<file path="src/rtl/cwrt_pkg.sv">
package cwrt_pkg;

  // Datapath width of the CORDIC registers (Q30 angles and vectors with headroom)
  localparam int CW = 36;

  // Digit pairs of the square root operand (62-bit radicand, 31-bit root)
  localparam int SQ_DIGITS = 31;

  // Q30 angle constants
  localparam logic signed [CW-1:0] PI_Q30      = 36'sd3373259426;
  localparam logic signed [CW-1:0] HALF_PI_Q30 = 36'sd1686629713;
  localparam logic signed [CW-1:0] TWO_PI_Q30  = 36'sd6746518852;
  localparam logic signed [CW-1:0] CORDIC_GAIN = 36'sd652032874;

  // Q30 unity for the haversine term
  localparam logic [30:0] Q30_ONE = 31'h4000_0000;

  // Multiplier constants: pi/180 * 2^32, 2 * 6371 * 256, ceil(2^26 / 10)
  localparam logic signed [31:0] DEG_TO_RAD_K = 32'sd74961321;
  localparam logic signed [31:0] DIST_K       = 32'sd3261952;
  localparam logic signed [31:0] DIV10_K      = 32'sd6710887;

  // Largest distance code
  localparam logic [22:0] DIST_MAX = 23'h7F_FFFF;

  // Configuration register indexes
  localparam logic [1:0] CFG_POLL_INTERVAL = 2'd0;
  localparam logic [1:0] CFG_STATION_LAT   = 2'd1;
  localparam logic [1:0] CFG_STATION_LON   = 2'd2;
  localparam logic [1:0] CFG_STATION_RANGE = 2'd3;

  // Configuration reset values
  localparam logic [7:0]         POLL_RESET  = 8'd5;
  localparam logic signed [23:0] SLAT_RESET  = 24'sd2621440;
  localparam logic signed [24:0] SLON_RESET  = -25'sd4849664;
  localparam logic [22:0]        RANGE_RESET = 23'd512000;

  typedef enum logic {
    CORD_ROT,
    CORD_VEC
  } cord_mode_t;

  typedef struct packed {
    logic       start;
    cord_mode_t mode;
  } cord_ctl_t;

  typedef struct packed {
    logic busy;
    logic done;
  } unit_stat_t;

  // Arctangent of 2^-i in Q30
  function automatic logic [29:0] atan_q30(input logic [4:0] i);
    logic [29:0] v;
    unique case (i)
      5'd0:  v = 30'd843314857;
      5'd1:  v = 30'd497837829;
      5'd2:  v = 30'd263043837;
      5'd3:  v = 30'd133525159;
      5'd4:  v = 30'd67021687;
      5'd5:  v = 30'd33543516;
      5'd6:  v = 30'd16775851;
      5'd7:  v = 30'd8388437;
      5'd8:  v = 30'd4194283;
      5'd9:  v = 30'd2097149;
      5'd10: v = 30'd1048576;
      5'd11: v = 30'd524288;
      5'd12: v = 30'd262144;
      5'd13: v = 30'd131072;
      5'd14: v = 30'd65536;
      5'd15: v = 30'd32768;
      5'd16: v = 30'd16384;
      5'd17: v = 30'd8192;
      5'd18: v = 30'd4096;
      5'd19: v = 30'd2048;
      5'd20: v = 30'd1024;
      5'd21: v = 30'd512;
      5'd22: v = 30'd256;
      5'd23: v = 30'd128;
      5'd24: v = 30'd64;
      5'd25: v = 30'd32;
      5'd26: v = 30'd16;
      5'd27: v = 30'd8;
      5'd28: v = 30'd4;
      5'd29: v = 30'd2;
      5'd30: v = 30'd1;
      5'd31: v = 30'd0;
      default: v = 30'd0;
    endcase
    return v;
  endfunction

endpackage

</file>
<file path="src/rtl/cwrt_isqrt.sv">
module cwrt_isqrt (
  input  logic                          clk,
  input  logic                          rst_n,
  input  logic                          start,
  input  logic [2*cwrt_pkg::SQ_DIGITS-1:0] val,
  output logic [cwrt_pkg::SQ_DIGITS-1:0]   root,
  output cwrt_pkg::unit_stat_t          stat
);
  import cwrt_pkg::*;

  localparam int VW = 2 * SQ_DIGITS;
  localparam int RW = SQ_DIGITS + 2;
  localparam logic [4:0] LAST = 5'(SQ_DIGITS - 1);

  logic [VW-1:0]        v_r;
  logic [RW-1:0]        rem_r;
  logic [SQ_DIGITS-1:0] root_r;
  logic [4:0]           cnt_r;
  logic                 busy_r, done_r;

  logic [RW+1:0] rem_sh, trial;
  logic          fit;

  // Bring down the next digit pair and try the next root bit
  always_comb begin
    rem_sh = {rem_r, v_r[VW-1:VW-2]};
    trial  = (RW+2)'({root_r, 2'b01});
    fit    = (rem_sh >= trial);
  end

  always_ff @(posedge clk) begin
    if (!rst_n) begin
      busy_r <= 1'b0;
      done_r <= 1'b0;
    end else begin
      done_r <= 1'b0;
      if (start) begin
        v_r    <= val;
        rem_r  <= '0;
        root_r <= '0;
        cnt_r  <= '0;
        busy_r <= 1'b1;
      end else if (busy_r) begin
        v_r <= {v_r[VW-3:0], 2'b00};
        if (fit) begin
          rem_r  <= RW'(rem_sh - trial);
          root_r <= {root_r[SQ_DIGITS-2:0], 1'b1};
        end else begin
          rem_r  <= RW'(rem_sh);
          root_r <= {root_r[SQ_DIGITS-2:0], 1'b0};
        end
        if (cnt_r == LAST) begin
          busy_r <= 1'b0;
          done_r <= 1'b1;
        end else begin
          cnt_r <= cnt_r + 1'b1;
        end
      end
    end
  end

  assign root      = root_r;
  assign stat.busy = busy_r;
  assign stat.done = done_r;

endmodule

</file>
<file path="config.mk">
export PLATFORM = sky130hd
export DESIGN_NAME = cwrt_isqrt
export DESIGN_NICKNAME = d
export VERILOG_FILES = /design/src/rtl/cwrt_pkg.sv /design/src/rtl/cwrt_isqrt.sv
export SDC_FILE = /design/constraint.sdc
export NUM_CORES = 1
export LEC_CHECK = 0
export BUFFER_PORTS_ARGS = -buffer_cell sky130_fd_sc_hd__buf_2
export CORE_ASPECT_RATIO = 1.1
export CORE_MARGIN = 2
export CORE_UTILIZATION = 65
export CTS_BUF_LIST = sky130_fd_sc_hd__clkbuf_8
export DETAILED_ROUTE_END_ITERATION = 7
export PLACE_DENSITY = 0.88
export SYNTH_ARGS = -nofsm -noshare
export SYNTH_HDL_FRONTEND = slang
export SYNTH_SLANG_ARGS = --single-unit
</file>
<file path="constraint.sdc">
create_clock -name clk -period 8.6 [get_ports clk]
set_clock_uncertainty 0.2 [all_clocks]
set_input_delay 0.43 -clock clk [delete_from_list [all_inputs] [get_ports clk]]
set_output_delay 0.43 -clock clk [all_outputs]
set_load 0.02 [all_outputs]
</file>
Word-level counts from Yosys, hierarchy flattened
Index checks and enable logic that the tools add are counted.
- logic and storage cells: 29
- register bits after elaboration: 133
- $add $sub $neg: 2
- reduce and logical (&&, ||, !) cells: 4
- equal/unequal tests: 2
- mux-type cells: 12
- magnitude comparators: 1
- bitwise operators: 2
- operators with widths (cell ; count):
    62-bit two-way mux ; 2
    33-bit two-way mux ; 2
    35-bit by 33-bit greater-or-equal comparator with 1-bit output ; 1
    33-bit subtractor ; 1
    31-bit two-way mux ; 1
    5-bit two-way mux ; 2
    5-bit by 1-bit adder with 5-bit output, second input constant ; 1
    5-bit == test, second input constant ; 1
    1-bit two-way mux ; 5
    3-bit AND reduction ; 1
    3-bit OR reduction ; 1
    2-bit != test, second input constant ; 1
    1-bit inverter ; 2
    2-bit AND reduction ; 1
    2-bit nonzero test ; 1

Logic depth before layout (Yosys ltp)
- depth after elaboration: 4
- mapped depth: 13
- mapped depth without buffers: 10

Worst setup path after synthesis
OpenSTA, ideal clock, no wires.
- path type: in2reg
- start point: input start
- end point: register cnt_r[0], enable pin
- arrival: 4.405 ns
- required time: 8.056 ns
- buffers on the path: 2
- slack: 3.651 ns
- stages: 4
- cell sequence: clkbuf_1 > clkbuf_1 > o21a_1 > nor2b_1
- longest elaborated chain between the ends: 2
- elaborated cells on any way between the ends: 3
- those cells by class: eq/ne: 1; reduce/logical: 2
- ends and longest elaborated chain (element ; line ; text):
    from (decl) ; cwrt_isqrt.sv:4 ; input logic start,
    2-bit != test (no source line) / 2-bit nonzero test (equally long branches) ; -- ;
    3-bit AND reduction (no source line) (*) ; -- ;
    to (signal assigned) ; cwrt_isqrt.sv:56 ; cnt_r <= cnt_r + 1'b1;
    to (decl) ; cwrt_isqrt.sv:18 ; logic [4:0] cnt_r;
Mark *: on every way between the ends. The rest lies on a longest branch, timed or not.
A chain may end at the register's enable or synchronous reset.

Final worst setup path
- start point: register rem_r[6]
- end point: register rem_r[7], data pin
- longest elaborated chain between the ends: 3
- ends and longest elaborated chain (element ; line ; text):
    from (decl) ; cwrt_isqrt.sv:16 ; logic [RW-1:0] rem_r;
    from (signal assigned) ; cwrt_isqrt.sv:46 ; rem_r <= RW'(rem_sh - trial);
    from (signal assigned) ; cwrt_isqrt.sv:49 ; rem_r <= RW'(rem_sh);
    35-bit by 33-bit greater-or-equal comparator with 1-bit output ; cwrt_isqrt.sv:28 ; fit = (rem_sh >= trial);
    33-bit two-way mux ; cwrt_isqrt.sv:45 ; if (fit) begin
    33-bit two-way mux ; cwrt_isqrt.sv:43 ; end else if (busy_r) begin
Every way passes these cells. The select of a mux whose other input is x is not followed.

==> flow_metrics.tcl <==
set metrics [dict create \
    syn_to_final_growth_pct 13.1 \
    routed_wl_mm 15.8 \
    p_per_area_nw_per_um2 212 \
    syn_area_um2 7470 \
    critPathMaxFanout 42 \
    fp.coreArea_um2 11300 \
    crit_required_ps 8670 \
    grt_pass1_wl_mm 25.6 \
    post_drt_wl_per_cell_um 17.3 \
    synth_edf_count 131 \
    timing.fmax_ghz 0.282 \
    power_mw 1.79 \
    synth_top_area_share_pct 52.7 \
    yosysTopAreaCell "edfxtp_1" \
    place_ws_ps 5110 \
    initial_utilization_pct 65.9 \
    drt-vias-per-instance 5.94 \
    fp.dieW_um 106 \
    hold_buffers 0 \
    p_comb_share_pct 22.5 \
    switching_power_uw 525 \
    post_cts_resized 0 \
    io_pins 98 \
    dieHeight_um 116 \
    layout-drive-gt1-share_pct 26.5 \
    drtPass1Iterations 7 \
    synth_cell_types 54 \
    clk_pin_slew_ps 80 \
    syn_inst 663 \
    grt_pass1_vias 5398 \
    drt-initial-drc-count 513 \
    antenna_left 0 \
    min_path_cells 2 \
    overflow 0 \
    cts_tree "built" \
    htree_levels 4 \
    die_area_um2 12400 \
    hp-class "in -> reg" \
    ir_worst_vdd_v 0.000121 \
    nNetsFinal 846 \
    cts.sinks 133 \
    cp-end-kind "register" \
    reg2reg_depth 9 \
    ys_ff_latch 133 \
    final_util_pct 74.5 \
    crit_arrival_ps 3620 \
    maxCapViolCount 0 \
    synth_area_leaders "edfxtp_1 53%, mux2_2 9.0%, ha_1 5.9%" \
    critPathLaunchType "register" \
    finalCriticalPeriod_ps 3550 \
    worst_pin_slew_ps 1050 \
    rows 41 \
    switching_share_pct 29.4 \
    ys_warn_count 0 \
    drc 0 \
    setup_tns_ps 0 \
    dr_total_vias 5395 \
    place.gp.congestion 0.891 \
    hold_viol_final 0 \
    track_usage_pct 26.7 \
    cts-root-buf "clkbuf_8" \
    async_flop_share_pct 0 \
    critPathKind "reg -> reg" \
    pwr-share-clk_pct 32.6 \
    clk_path_buf_depth 2 \
    maxSlewHeadroom_pct 30.1 \
    p_leak_nw 3.41 \
    rsz0062_at_grt "false" \
    cts_setup_buffers 0 \
    numPortBuffers 97 \
    fin_ws_ps 5050 \
    finalCritPeriodShare_pct 41.3 \
    antenna_cells 0 \
    status "complete, no violations" \
    worstSkewPairLatency_ps 450 \
    p_seq_share_pct 44.9 \
    grt_max_degree 83 \
    hpwl_mm 10.5 \
    ys_seq_area_share_pct 53.2 \
    synthFlopType "edfxtp_1" \
    postSynthNetCount 763 \
    slew_viol_final 0 \
    cts_buffers 17 \
    antenna_found_initial 0 \
    p_int_mw 1.26 \
    avgSynthCellArea_um2 11.3 \
    setup_violations 0 \
]
## power by group through the flow
stage,clock (mW),combinational (mW),sequential (mW)
after CTS,0.588,0.399,0.803
after floorplan,0,0.298,0.822
final,0.584,0.403,0.803
after detailed placement,0,0.393,0.816
after global placement,0,0.378,0.814
after global routing,0.613,0.443,0.808
## final timing paths
kind | from | end | slack [ps]
worst max register to register | rem_r[6]$_SDFFCE_PP0P_ | rem_r[7]$_SDFFCE_PP0P_ | 5050
worst min-delay path | rst_n | done_r$_SDFF_PP0_ | 30
worst min register to register | busy_r$_SDFF_PN0_ | done_r$_SDFF_PP0_ | 310
worst max-delay path | rem_r[6]$_SDFFCE_PP0P_ | rem_r[7]$_SDFFCE_PP0P_ | 5050
## cells in the mapped netlist (8+ instances only)
| cell | count |
|---|---|
| inv_1 | 41 |
| xor2_1 | 9 |
| mux2_2 | 60 |
| ha_1 | 35 |
| edfxtp_1 | 131 |
| xnor2_1 | 20 |
| nand3_1 | 17 |
| o21ai_0 | 16 |
| a21oi_1 | 50 |
| clkbuf_1 | 20 |
| nand2_1 | 60 |
| a21o_1 | 18 |
| nor2_1 | 68 |
| nand4_1 | 8 |
| a211oi_1 | 15 |
| buf_2 | 11 |
## layout make-up
cell class | instances | area [um2]
Sequential cell | 133 | 3970
Multi-Input combinational cell | 454 | 3190
Fill cell | 781 | 2890
Timing Repair Buffer | 99 | 503
Clock buffer | 17 | 234
Clock inverter | 15 | 201
Tap cell | 150 | 188
Inverter | 41 | 154
## per-layer routing
metal,share of wire [%],routed length (um),up-vias,track usage [%]
met5,0,0,-,0
met4,2.3,356,0,12.0
met3,7.4,1170,40,8.20
met2,50,7840,230,44.8
met1,40,6380,2544,31.9
li1,-,-,2581,-
## metrics by stage
step	std cells	hold slack, ps	area [um2]
6_report	909	31.1	8450
5_1_grt	909	33.6	8450
4_1_cts	909	18.3	8450
3_5_place_dp	877	295	8010
3_3_place_gp	877	289	8010
2_1_floorplan	663	275	7470
## flip-flops by register name, indices dropped and copies added, names as in the netlist
| name | flops |
|---|---|
| v_r | 62 |
| busy_r | 1 |
| done_r | 1 |
| cnt_r | 5 |
| rem_r | 33 |
| root | 31 |
## worst max-delay path, stage by stage, from the launching register on
cell	delay, ps
edfxtp_1	420
ha_1	460
nand4_2	170
a211oi_2	220
a21bo_1	250
and4bb_4	220
nor3_4	270
a31o_2	770
nor2_1	100
a211oi_1	280
## placed cells by master (no fill, tap or decap), types with 2 or more instances in the layout
| cell | netlist | final |
|---|---|---|
| edfxtp_1 | 131 | 131 |
| buf_2 | 11 | 96 |
| nor2_1 | 68 | 68 |
| nand2_1 | 60 | 60 |
| mux2_2 | 60 | 60 |
| a21oi_1 | 50 | 50 |
| inv_1 | 41 | 42 |
| ha_1 | 35 | 35 |
| xnor2_1 | 20 | 20 |
| a21o_1 | 18 | 18 |
| nand3_1 | 17 | 17 |
| clkbuf_8 | 0 | 17 |
| o21ai_0 | 16 | 16 |
| a211oi_1 | 15 | 15 |
| xor2_1 | 9 | 9 |
| nand4_1 | 8 | 8 |
| nor2b_1 | 6 | 6 |
| o211ai_1 | 6 | 6 |
| and3_1 | 5 | 5 |
| nor3_1 | 5 | 5 |
| o21a_1 | 6 | 5 |
| and2_1 | 5 | 5 |
| mux2i_1 | 4 | 4 |
| a31o_2 | 4 | 4 |
| bufinv_16 | 0 | 4 |
| inv_6 | 0 | 4 |
| a21boi_0 | 3 | 3 |
| nand3b_1 | 3 | 3 |
| or3_1 | 3 | 3 |
| clkinv_4 | 0 | 3 |
| buf_4 | 3 | 3 |
| or4_1 | 2 | 2 |
| nor3b_1 | 2 | 2 |
| o21bai_1 | 2 | 2 |
| o21ai_1 | 2 | 2 |
| dfxtp_1 | 2 | 2 |
## logic make-up after synthesis
family	share of synthesized area, %
and+or+nand+nor	12.0
AOI/OAI and AO/OA	11.8
DFF	53.2
buffers and inverters	4.15
muxes	9.58
adders and majority gates	5.86
xor gates and xnor gates	3.40
Note: power is estimated with default switching activity, not from simulation.
