File: src/rtl/cwrt_pkg.sv
package cwrt_pkg;

  // Datapath width of the CORDIC registers (Q30 angles and vectors with headroom)
  localparam int CW = 36;

  // Digit pairs of the square root operand (62-bit radicand, 31-bit root)
  localparam int SQ_DIGITS = 31;

  // Q30 angle constants
  localparam logic signed [CW-1:0] PI_Q30      = 36'sd3373259426;
  localparam logic signed [CW-1:0] HALF_PI_Q30 = 36'sd1686629713;
  localparam logic signed [CW-1:0] TWO_PI_Q30  = 36'sd6746518852;
  localparam logic signed [CW-1:0] CORDIC_GAIN = 36'sd652032874;

  // Q30 unity for the haversine term
  localparam logic [30:0] Q30_ONE = 31'h4000_0000;

  // Multiplier constants: pi/180 * 2^32, 2 * 6371 * 256, ceil(2^26 / 10)
  localparam logic signed [31:0] DEG_TO_RAD_K = 32'sd74961321;
  localparam logic signed [31:0] DIST_K       = 32'sd3261952;
  localparam logic signed [31:0] DIV10_K      = 32'sd6710887;

  // Largest distance code
  localparam logic [22:0] DIST_MAX = 23'h7F_FFFF;

  // Configuration register indexes
  localparam logic [1:0] CFG_POLL_INTERVAL = 2'd0;
  localparam logic [1:0] CFG_STATION_LAT   = 2'd1;
  localparam logic [1:0] CFG_STATION_LON   = 2'd2;
  localparam logic [1:0] CFG_STATION_RANGE = 2'd3;

  // Configuration reset values
  localparam logic [7:0]         POLL_RESET  = 8'd5;
  localparam logic signed [23:0] SLAT_RESET  = 24'sd2621440;
  localparam logic signed [24:0] SLON_RESET  = -25'sd4849664;
  localparam logic [22:0]        RANGE_RESET = 23'd512000;

  typedef enum logic {
    CORD_ROT,
    CORD_VEC
  } cord_mode_t;

  typedef struct packed {
    logic       start;
    cord_mode_t mode;
  } cord_ctl_t;

  typedef struct packed {
    logic busy;
    logic done;
  } unit_stat_t;

  // Arctangent of 2^-i in Q30
  function automatic logic [29:0] atan_q30(input logic [4:0] i);
    logic [29:0] v;
    unique case (i)
      5'd0:  v = 30'd843314857;
      5'd1:  v = 30'd497837829;
      5'd2:  v = 30'd263043837;
      5'd3:  v = 30'd133525159;
      5'd4:  v = 30'd67021687;
      5'd5:  v = 30'd33543516;
      5'd6:  v = 30'd16775851;
      5'd7:  v = 30'd8388437;
      5'd8:  v = 30'd4194283;
      5'd9:  v = 30'd2097149;
      5'd10: v = 30'd1048576;
      5'd11: v = 30'd524288;
      5'd12: v = 30'd262144;
      5'd13: v = 30'd131072;
      5'd14: v = 30'd65536;
      5'd15: v = 30'd32768;
      5'd16: v = 30'd16384;
      5'd17: v = 30'd8192;
      5'd18: v = 30'd4096;
      5'd19: v = 30'd2048;
      5'd20: v = 30'd1024;
      5'd21: v = 30'd512;
      5'd22: v = 30'd256;
      5'd23: v = 30'd128;
      5'd24: v = 30'd64;
      5'd25: v = 30'd32;
      5'd26: v = 30'd16;
      5'd27: v = 30'd8;
      5'd28: v = 30'd4;
      5'd29: v = 30'd2;
      5'd30: v = 30'd1;
      5'd31: v = 30'd0;
      default: v = 30'd0;
    endcase
    return v;
  endfunction

endpackage

File: src/rtl/cwrt_cordic.sv
module cwrt_cordic #(
  parameter int STEPS = 20
) (
  input  logic                               clk,
  input  logic                               rst_n,
  input  cwrt_pkg::cord_ctl_t                ctl,
  input  logic signed [cwrt_pkg::CW-1:0]     x0,
  input  logic signed [cwrt_pkg::CW-1:0]     y0,
  input  logic signed [cwrt_pkg::CW-1:0]     z0,
  output logic signed [cwrt_pkg::CW-1:0]     x,
  output logic signed [cwrt_pkg::CW-1:0]     y,
  output logic signed [cwrt_pkg::CW-1:0]     z,
  output cwrt_pkg::unit_stat_t               stat
);
  import cwrt_pkg::*;

  localparam int CNT_W = (STEPS > 1) ? $clog2(STEPS) : 1;
  localparam logic [CNT_W-1:0] LAST = CNT_W'(STEPS - 1);

  logic signed [CW-1:0] x_r, y_r, z_r;
  logic [CNT_W-1:0]     cnt_r;
  cord_mode_t           mode_r;
  logic                 busy_r, done_r;

  logic signed [CW-1:0] dx, dy, at;
  logic                 ccw;

  // One micro-rotation per cycle
  always_comb begin
    dx  = y_r >>> cnt_r;
    dy  = x_r >>> cnt_r;
    at  = CW'(atan_q30(5'(cnt_r)));
    ccw = (mode_r == CORD_ROT) ? !z_r[CW-1] : y_r[CW-1];
  end

  // Load operands, then iterate until the last step
  always_ff @(posedge clk) begin
    if (!rst_n) begin
      busy_r <= 1'b0;
      done_r <= 1'b0;
    end else begin
      done_r <= 1'b0;
      if (ctl.start) begin
        x_r    <= x0;
        y_r    <= y0;
        z_r    <= z0;
        mode_r <= ctl.mode;
        cnt_r  <= '0;
        busy_r <= 1'b1;
      end else if (busy_r) begin
        if (ccw) begin
          x_r <= x_r - dx;
          y_r <= y_r + dy;
          z_r <= z_r - at;
        end else begin
          x_r <= x_r + dx;
          y_r <= y_r - dy;
          z_r <= z_r + at;
        end
        if (cnt_r == LAST) begin
          busy_r <= 1'b0;
          done_r <= 1'b1;
        end else begin
          cnt_r <= cnt_r + 1'b1;
        end
      end
    end
  end

  assign x         = x_r;
  assign y         = y_r;
  assign z         = z_r;
  assign stat.busy = busy_r;
  assign stat.done = done_r;

endmodule

File: config.mk
export PLATFORM = sky130hd
export DESIGN_NAME = cwrt_cordic
export DESIGN_NICKNAME = d
export VERILOG_FILES = /design/src/rtl/cwrt_pkg.sv /design/src/rtl/cwrt_cordic.sv
export SDC_FILE = /design/constraint.sdc
export NUM_CORES = 1
export LEC_CHECK = 0
export ABC_CLOCK_PERIOD_IN_PS = 7400
export BUFFER_PORTS_ARGS = -buffer_cell sky130_fd_sc_hd__buf_2
export CORE_MARGIN = 2
export CORE_UTILIZATION = 61
export DETAILED_ROUTE_END_ITERATION = 8
export GPL_TIMING_DRIVEN = 0
export PLACE_DENSITY = 0.8
export SETUP_SLACK_MARGIN = 0.4
export SLEW_MARGIN = 40
export SYNTH_ARGS = -nofsm -noshare
export SYNTH_HDL_FRONTEND = slang
export SYNTH_SLANG_ARGS = --single-unit
File: constraint.sdc
create_clock -name clk -period 7.4 [get_ports clk]
set_clock_uncertainty 0.05 [all_clocks]
set_input_delay 0.37 -clock clk [delete_from_list [all_inputs] [get_ports clk]]
set_output_delay 0.37 -clock clk [all_outputs]
set_load 0.05 [all_outputs]
# Yosys cells after proc, flatten, opt, wreduce, memory -nomap -nowiden
# Memories as Yosys holds them, arrays and structs flattened. A register that Yosys moved wholly into a read port is not among the register bits.
# Index checks and enable logic that the tools add are counted.
# totals
mem_count	1
output_inout_bits	110
ram_bits	0
input_bits	112
rom_bits	960
elab_cells	45
latch_bits	0
register_bits	116
# classes
addsub	7
n_reduce_logical	6
n_div	0
mux	18
eq_ne	2
n_bitwise	2
order_cmp	0
shifts	2
multipliers	0
# mem_list
memory	words	word_bits	read_ports	rd_clocked_by_memory_dff	write_ports	line	text
(name not given)	32	30	1	1	0	cwrt_pkg.sv:56	unique case (i)
# op_table
cell	n
36-bit two-way mux	9
36-bit adder	2
36-bit by 5-bit >>> shifter with 36-bit output	2
36-bit subtractor	2
36-bit by 31-bit adder with 36-bit output	1
36-bit by 31-bit subtractor with 36-bit output	1
5-bit two-way mux	4
5-bit by 1-bit adder with 5-bit output (second input constant)	1
5-bit equality test (second input constant)	1
1-bit two-way mux	5
2-bit AND reduction	2
3-bit AND reduction	1
3-bit OR reduction	1
2-bit != test (second input constant)	1
1-bit inverter	2
2-bit nonzero test	1
1-bit logical NOT	1

# Longest topological paths before layout
# logic_depth
depth_word	5
depth_mapped	27
ltp_nobuf	23

# Least setup slack after synthesis
# Ideal clock, no wire load.
# synth_timing
kind	register to register
start	register cnt_r[3]
end	register y_r[26] (netlist: y[26]) (data pin)
synth_period_minus_slack_ps	6431
required_ps	7214
path_stages_with_launch	25
setup_time_ps	136
path_buffers	6
slack_ps	969
arrival_time_ps	6245
path_cell_list	edfxtp_1 -> inv_1 -> buf_2 -> buf_1 -> buf_1 -> clkbuf_1 -> buf_1 -> clkbuf_1 -> nand2_1 -> a31oi_1 -> ha_1 -> nand2_1 -> o21ai_0 -> fa_1 -> a211oi_1 -> o21bai_1 -> a221oi_1 -> o21ai_0 -> a21o_1 -> o41a_1 -> a211o_1 -> a211oi_1 -> o21bai_1 -> a2111oi_0 -> nand3b_1
# synth_between
elab_chain_cells	5
elab_cells_between_ends	6
classes_between	add/sub (2); shift (1); mux (3)
# synth_lines
element	line	text
from (decl)	cwrt_cordic.sv:21	logic [CNT_W-1:0] cnt_r;
from (signal assigned)	cwrt_cordic.sv:64	cnt_r <= cnt_r + 1'b1;
36-bit by 5-bit >>> shifter with 36-bit output (*)	cwrt_cordic.sv:31	dy = x_r >>> cnt_r;
36-bit subtractor or 36-bit adder (tied branches)	cwrt_cordic.sv:57, cwrt_cordic.sv:53	
36-bit two-way mux (*)	cwrt_cordic.sv:51	if (ccw) begin
36-bit two-way mux (*)	cwrt_cordic.sv:50	end else if (busy_r) begin
36-bit two-way mux (*)	cwrt_cordic.sv:43	if (ctl.start) begin
to (signal assigned)	cwrt_cordic.sv:45	y_r <= y0;
to (signal assigned)	cwrt_cordic.sv:53	y_r <= y_r + dy;
to (signal assigned)	cwrt_cordic.sv:57	y_r <= y_r - dy;
to (decl)	cwrt_cordic.sv:20	logic signed [CW-1:0] x_r, y_r, z_r;
# Mark *: on every way between the ends. The rest lies on a longest branch, timed or not. The select of a mux whose other input is x is not followed.
# A chain may end at the register's enable or synchronous reset.

# Worst setup path in the final report
# layout_timing
start	register cnt_r[3]
end	register y_r[35] (netlist: y[35]) (data pin)
# Same word-level chain as after synthesis.

==> impl_metrics.ini <==
[floorplanning]
io-pin-count = 222
die_width_um = 174
initial_core_util_pct = 61.9
core_um2 = 28600
die_area_um2 = 30400
die_h_um = 174
rows = 62

[detailed_routing]
drc = 0
first_pass_iters = 6
vias_per_cell = 7.04
post_drt_wl_per_cell_um = 26.9
wirelength_mm = 72.9
num_vias = 19100
ant_nets = 0
drtIter0Drc = 2252

[clocking]
tritoncts = built
htreeDepth = 4
cts_buffers = 17
cts_setup_buffers = 0
clock_path_buffers = 2
clock_latency_ps = 470
clkTransAtPathRegs_ps = 70
cts.sinks = 146
cts_hold_buf = 0
root_buffer = clkbuf_16

[synthesis]
synth_edf_count = 114
synthCells = 2071
ys_warn_count = 0
ys_seq_area_share_pct = 22.9
ys_ff_latch = 146
synth_nets = 2302
synthArstFlopShare_pct = 0
syn-cell-area_um2 = 17700
synthFlopType = edfxtp_1
ys_types = 84
avgSynthCellArea_um2 = 8.55

[critical_path]
required_ps = 7570
critPathCaptureType = register
slowest_stage = clkbuf_1
critPathLaunchType = register
critPathMaxStageDelay_ps = 530
cpMostUsedCell = clkbuf_2
crit_arrival_ps = 7050
critical_path_class = register to register
cp_max_fo = 10
crit_chain = clkbuf_1 > clkbuf_2 > clkbuf_2 > clkbuf_2 > nand2_1 > a31oi_1 > ha_1 > nand3_1 > inv_1 > a21oi_1 > xnor2_1 > ha_1 > a21o_1 > a221oi_1 > o211ai_1 > a2111o_1 > nand3_1 > a21oi_1 > o31ai_2 > a31oi_1 > o41ai_2 > xnor2_1 > mux2_2

[cells_and_area]
utilization_pct = 70.6
final_common_cell = nand2_1
regArea_um2 = 4060
syn2layout_area_growth_pct = 14.1
multi_input_area_um2 = 13100
final_nets = 2544
mostFrequentLayoutCells = nand2_1, buf_2, o21ai_0
stdcell_area_um2 = 20200
fill_cells = 2245
drive_above_1_share_pct = 20.6
antenna_cells = 0

[timing]
final_hold_viol_count = 0
period_needed_ps = 6880
fmax_mhz = 145
slew_viol_final = 0
fin_ws_ps = 518
final.period_utilization_pct = 93.0
tightest_slew_ps = 947
setup_viol = 0
rsz0062_at_grt = yes
relSlewSlack_pct = 36.9
setup-tns-final_ps = 0

[grt]
grt_pass1_vias = 18600
track_usage_pct = 47.2
grt-ovfl-total = 0
antenna_found_initial = 0
grt_max_degree = 43
grt_pass1_wl_mm = 109

[run_status]
status = completed

[placement]
dp_hpwl_mm = 55.6
placed_cell_area_um2 = 19400
gp_congestion = 1.06
place_worst_setup_slack_ps = -1660
portBuffers = 221

[min_path]
hold_class = primary input to register

[job]
cap_viol_max_count = 0

[power_and_ir_drop]
report.power.total_mw = 11.0
leakagePower_nw = 8.55
peakVddDrop_mv = 0.343
powerDensity_nw_per_um2 = 542
[Yosys cell counts (all sizes together) (13+ instances only)]
cell	count	area [µm²]
o21ai	216	1080
a21oi	156	781
nor3	45	236
o21bai	14	105
buf	42	259
edfxtp	114	3420
a21o	66	495
nor2	153	577
nand2	241	905
mux2	41	462
xnor2	90	788
nand3	30	150
nor2b	23	144
a221oi	13	120
clkbuf	73	274
nand2b	20	125
o21a	27	203
and3	14	87.6
a2111oi	13	114
mux2i	61	631
a211oi	19	143
a22oi	13	97.6
xor2	92	806
o31ai	30	225
ha	116	1450
o22ai	21	131
mux4	72	1660
dfxtp	32	641
a31oi	22	138
o211ai	14	105
inv	49	184
[per-layer routing]
layer / vias up / GRT usage (%) / part of all wire, %
met5: - / 0 / 0
met1: 9042 / 57.1 / 36
met2: 1412 / 74.5 / 44
met4: 0 / 32.3 / 7.9
met3: 328 / 11.1 / 11
li1: 8298 / - / -
[through the flow]
step	cells	hold slack, ps
after CTS	2710	56.2
after global routing	2710	55.8
after detailed placement	2678	467
after floorplan	2071	378
final	2710	60.8
after global placement	2676	451
[sequential cells by signal, indices dropped and copies added (netlist names)]
| name | cells |
|---|---|
| done_r | 1 |
| mode_r | 1 |
| x | 36 |
| at | 30 |
| cnt_r | 5 |
| busy_r | 1 |
| z | 36 |
| y | 36 |
[area by class of cell]
| cell class | instances | share of cell area, % |
|---|---|---|
| inverters | 49 | 0.910 |
| multi-input cells | 1761 | 64.8 |
| flip-flops and latches | 146 | 20.1 |
| plain buffers | 115 | 3.18 |
| repair buffers | 223 | 5.67 |
| well taps | 384 | 2.38 |
| clock buffers | 19 | 2.30 |
| clock inverters | 13 | 0.687 |
[logic make-up (layout without fill, tap and decap cells)]
family	Yosys count	after routing	share of synthesized area, %
AO/OA/AOI/OAI	692	692	24.5
AND/OR/NAND/NOR	594	594	15.4
XOR/XNOR	182	182	9.00
multiplexers	174	174	15.5
buffers and inverters	164	419	4.05
flip-flops	146	146	22.9
adder cells (fa/ha/maj)	119	119	8.53
[power breakdown]
| group | total, mW | internal, mW | switching [mW] |
|---|---|---|---|
| sequential | 1.76 | 1.29 | 0.462 |
| combinational | 8.28 | 3.19 | 5.09 |
| clock | 0.916 | 0.503 | 0.413 |
| total | 11.0 | 4.99 | 5.96 |
[worst max-delay path: cells and delay by family, from the launching register on]
kind	cells	cell delay, ps
xor+xnor	2	430
fa+ha+maj	2	570
simple gates	3	350
mux	1	280
flops	1	420
compound gates	10	2550
buf+inv	5	1950
[timing repair]
item | 4_1_cts | 5_1_grt
resized for setup | 39 | 42
endpoints found under the setup margin | 33 | 14
hold endpoints to repair | 0 | 0
[path summary, 6_finish.rpt]
kind / start / to / slack [ps] / cells after the start
setup reg to reg: cnt_r[3]$_SDFFCE_PP0P_ / y[35]$_DFFE_PP_ / 520 / 23
hold / removal: ctl[0] / mode_r$_DFFE_PP_ / 60 / 1
setup / recovery: cnt_r[3]$_SDFFCE_PP0P_ / y[35]$_DFFE_PP_ / 520 / 23
hold reg to reg: busy_r$_SDFF_PN0_ / done_r$_SDFF_PP0_ / 510 / 2
(Power assumes the default switching activity.)
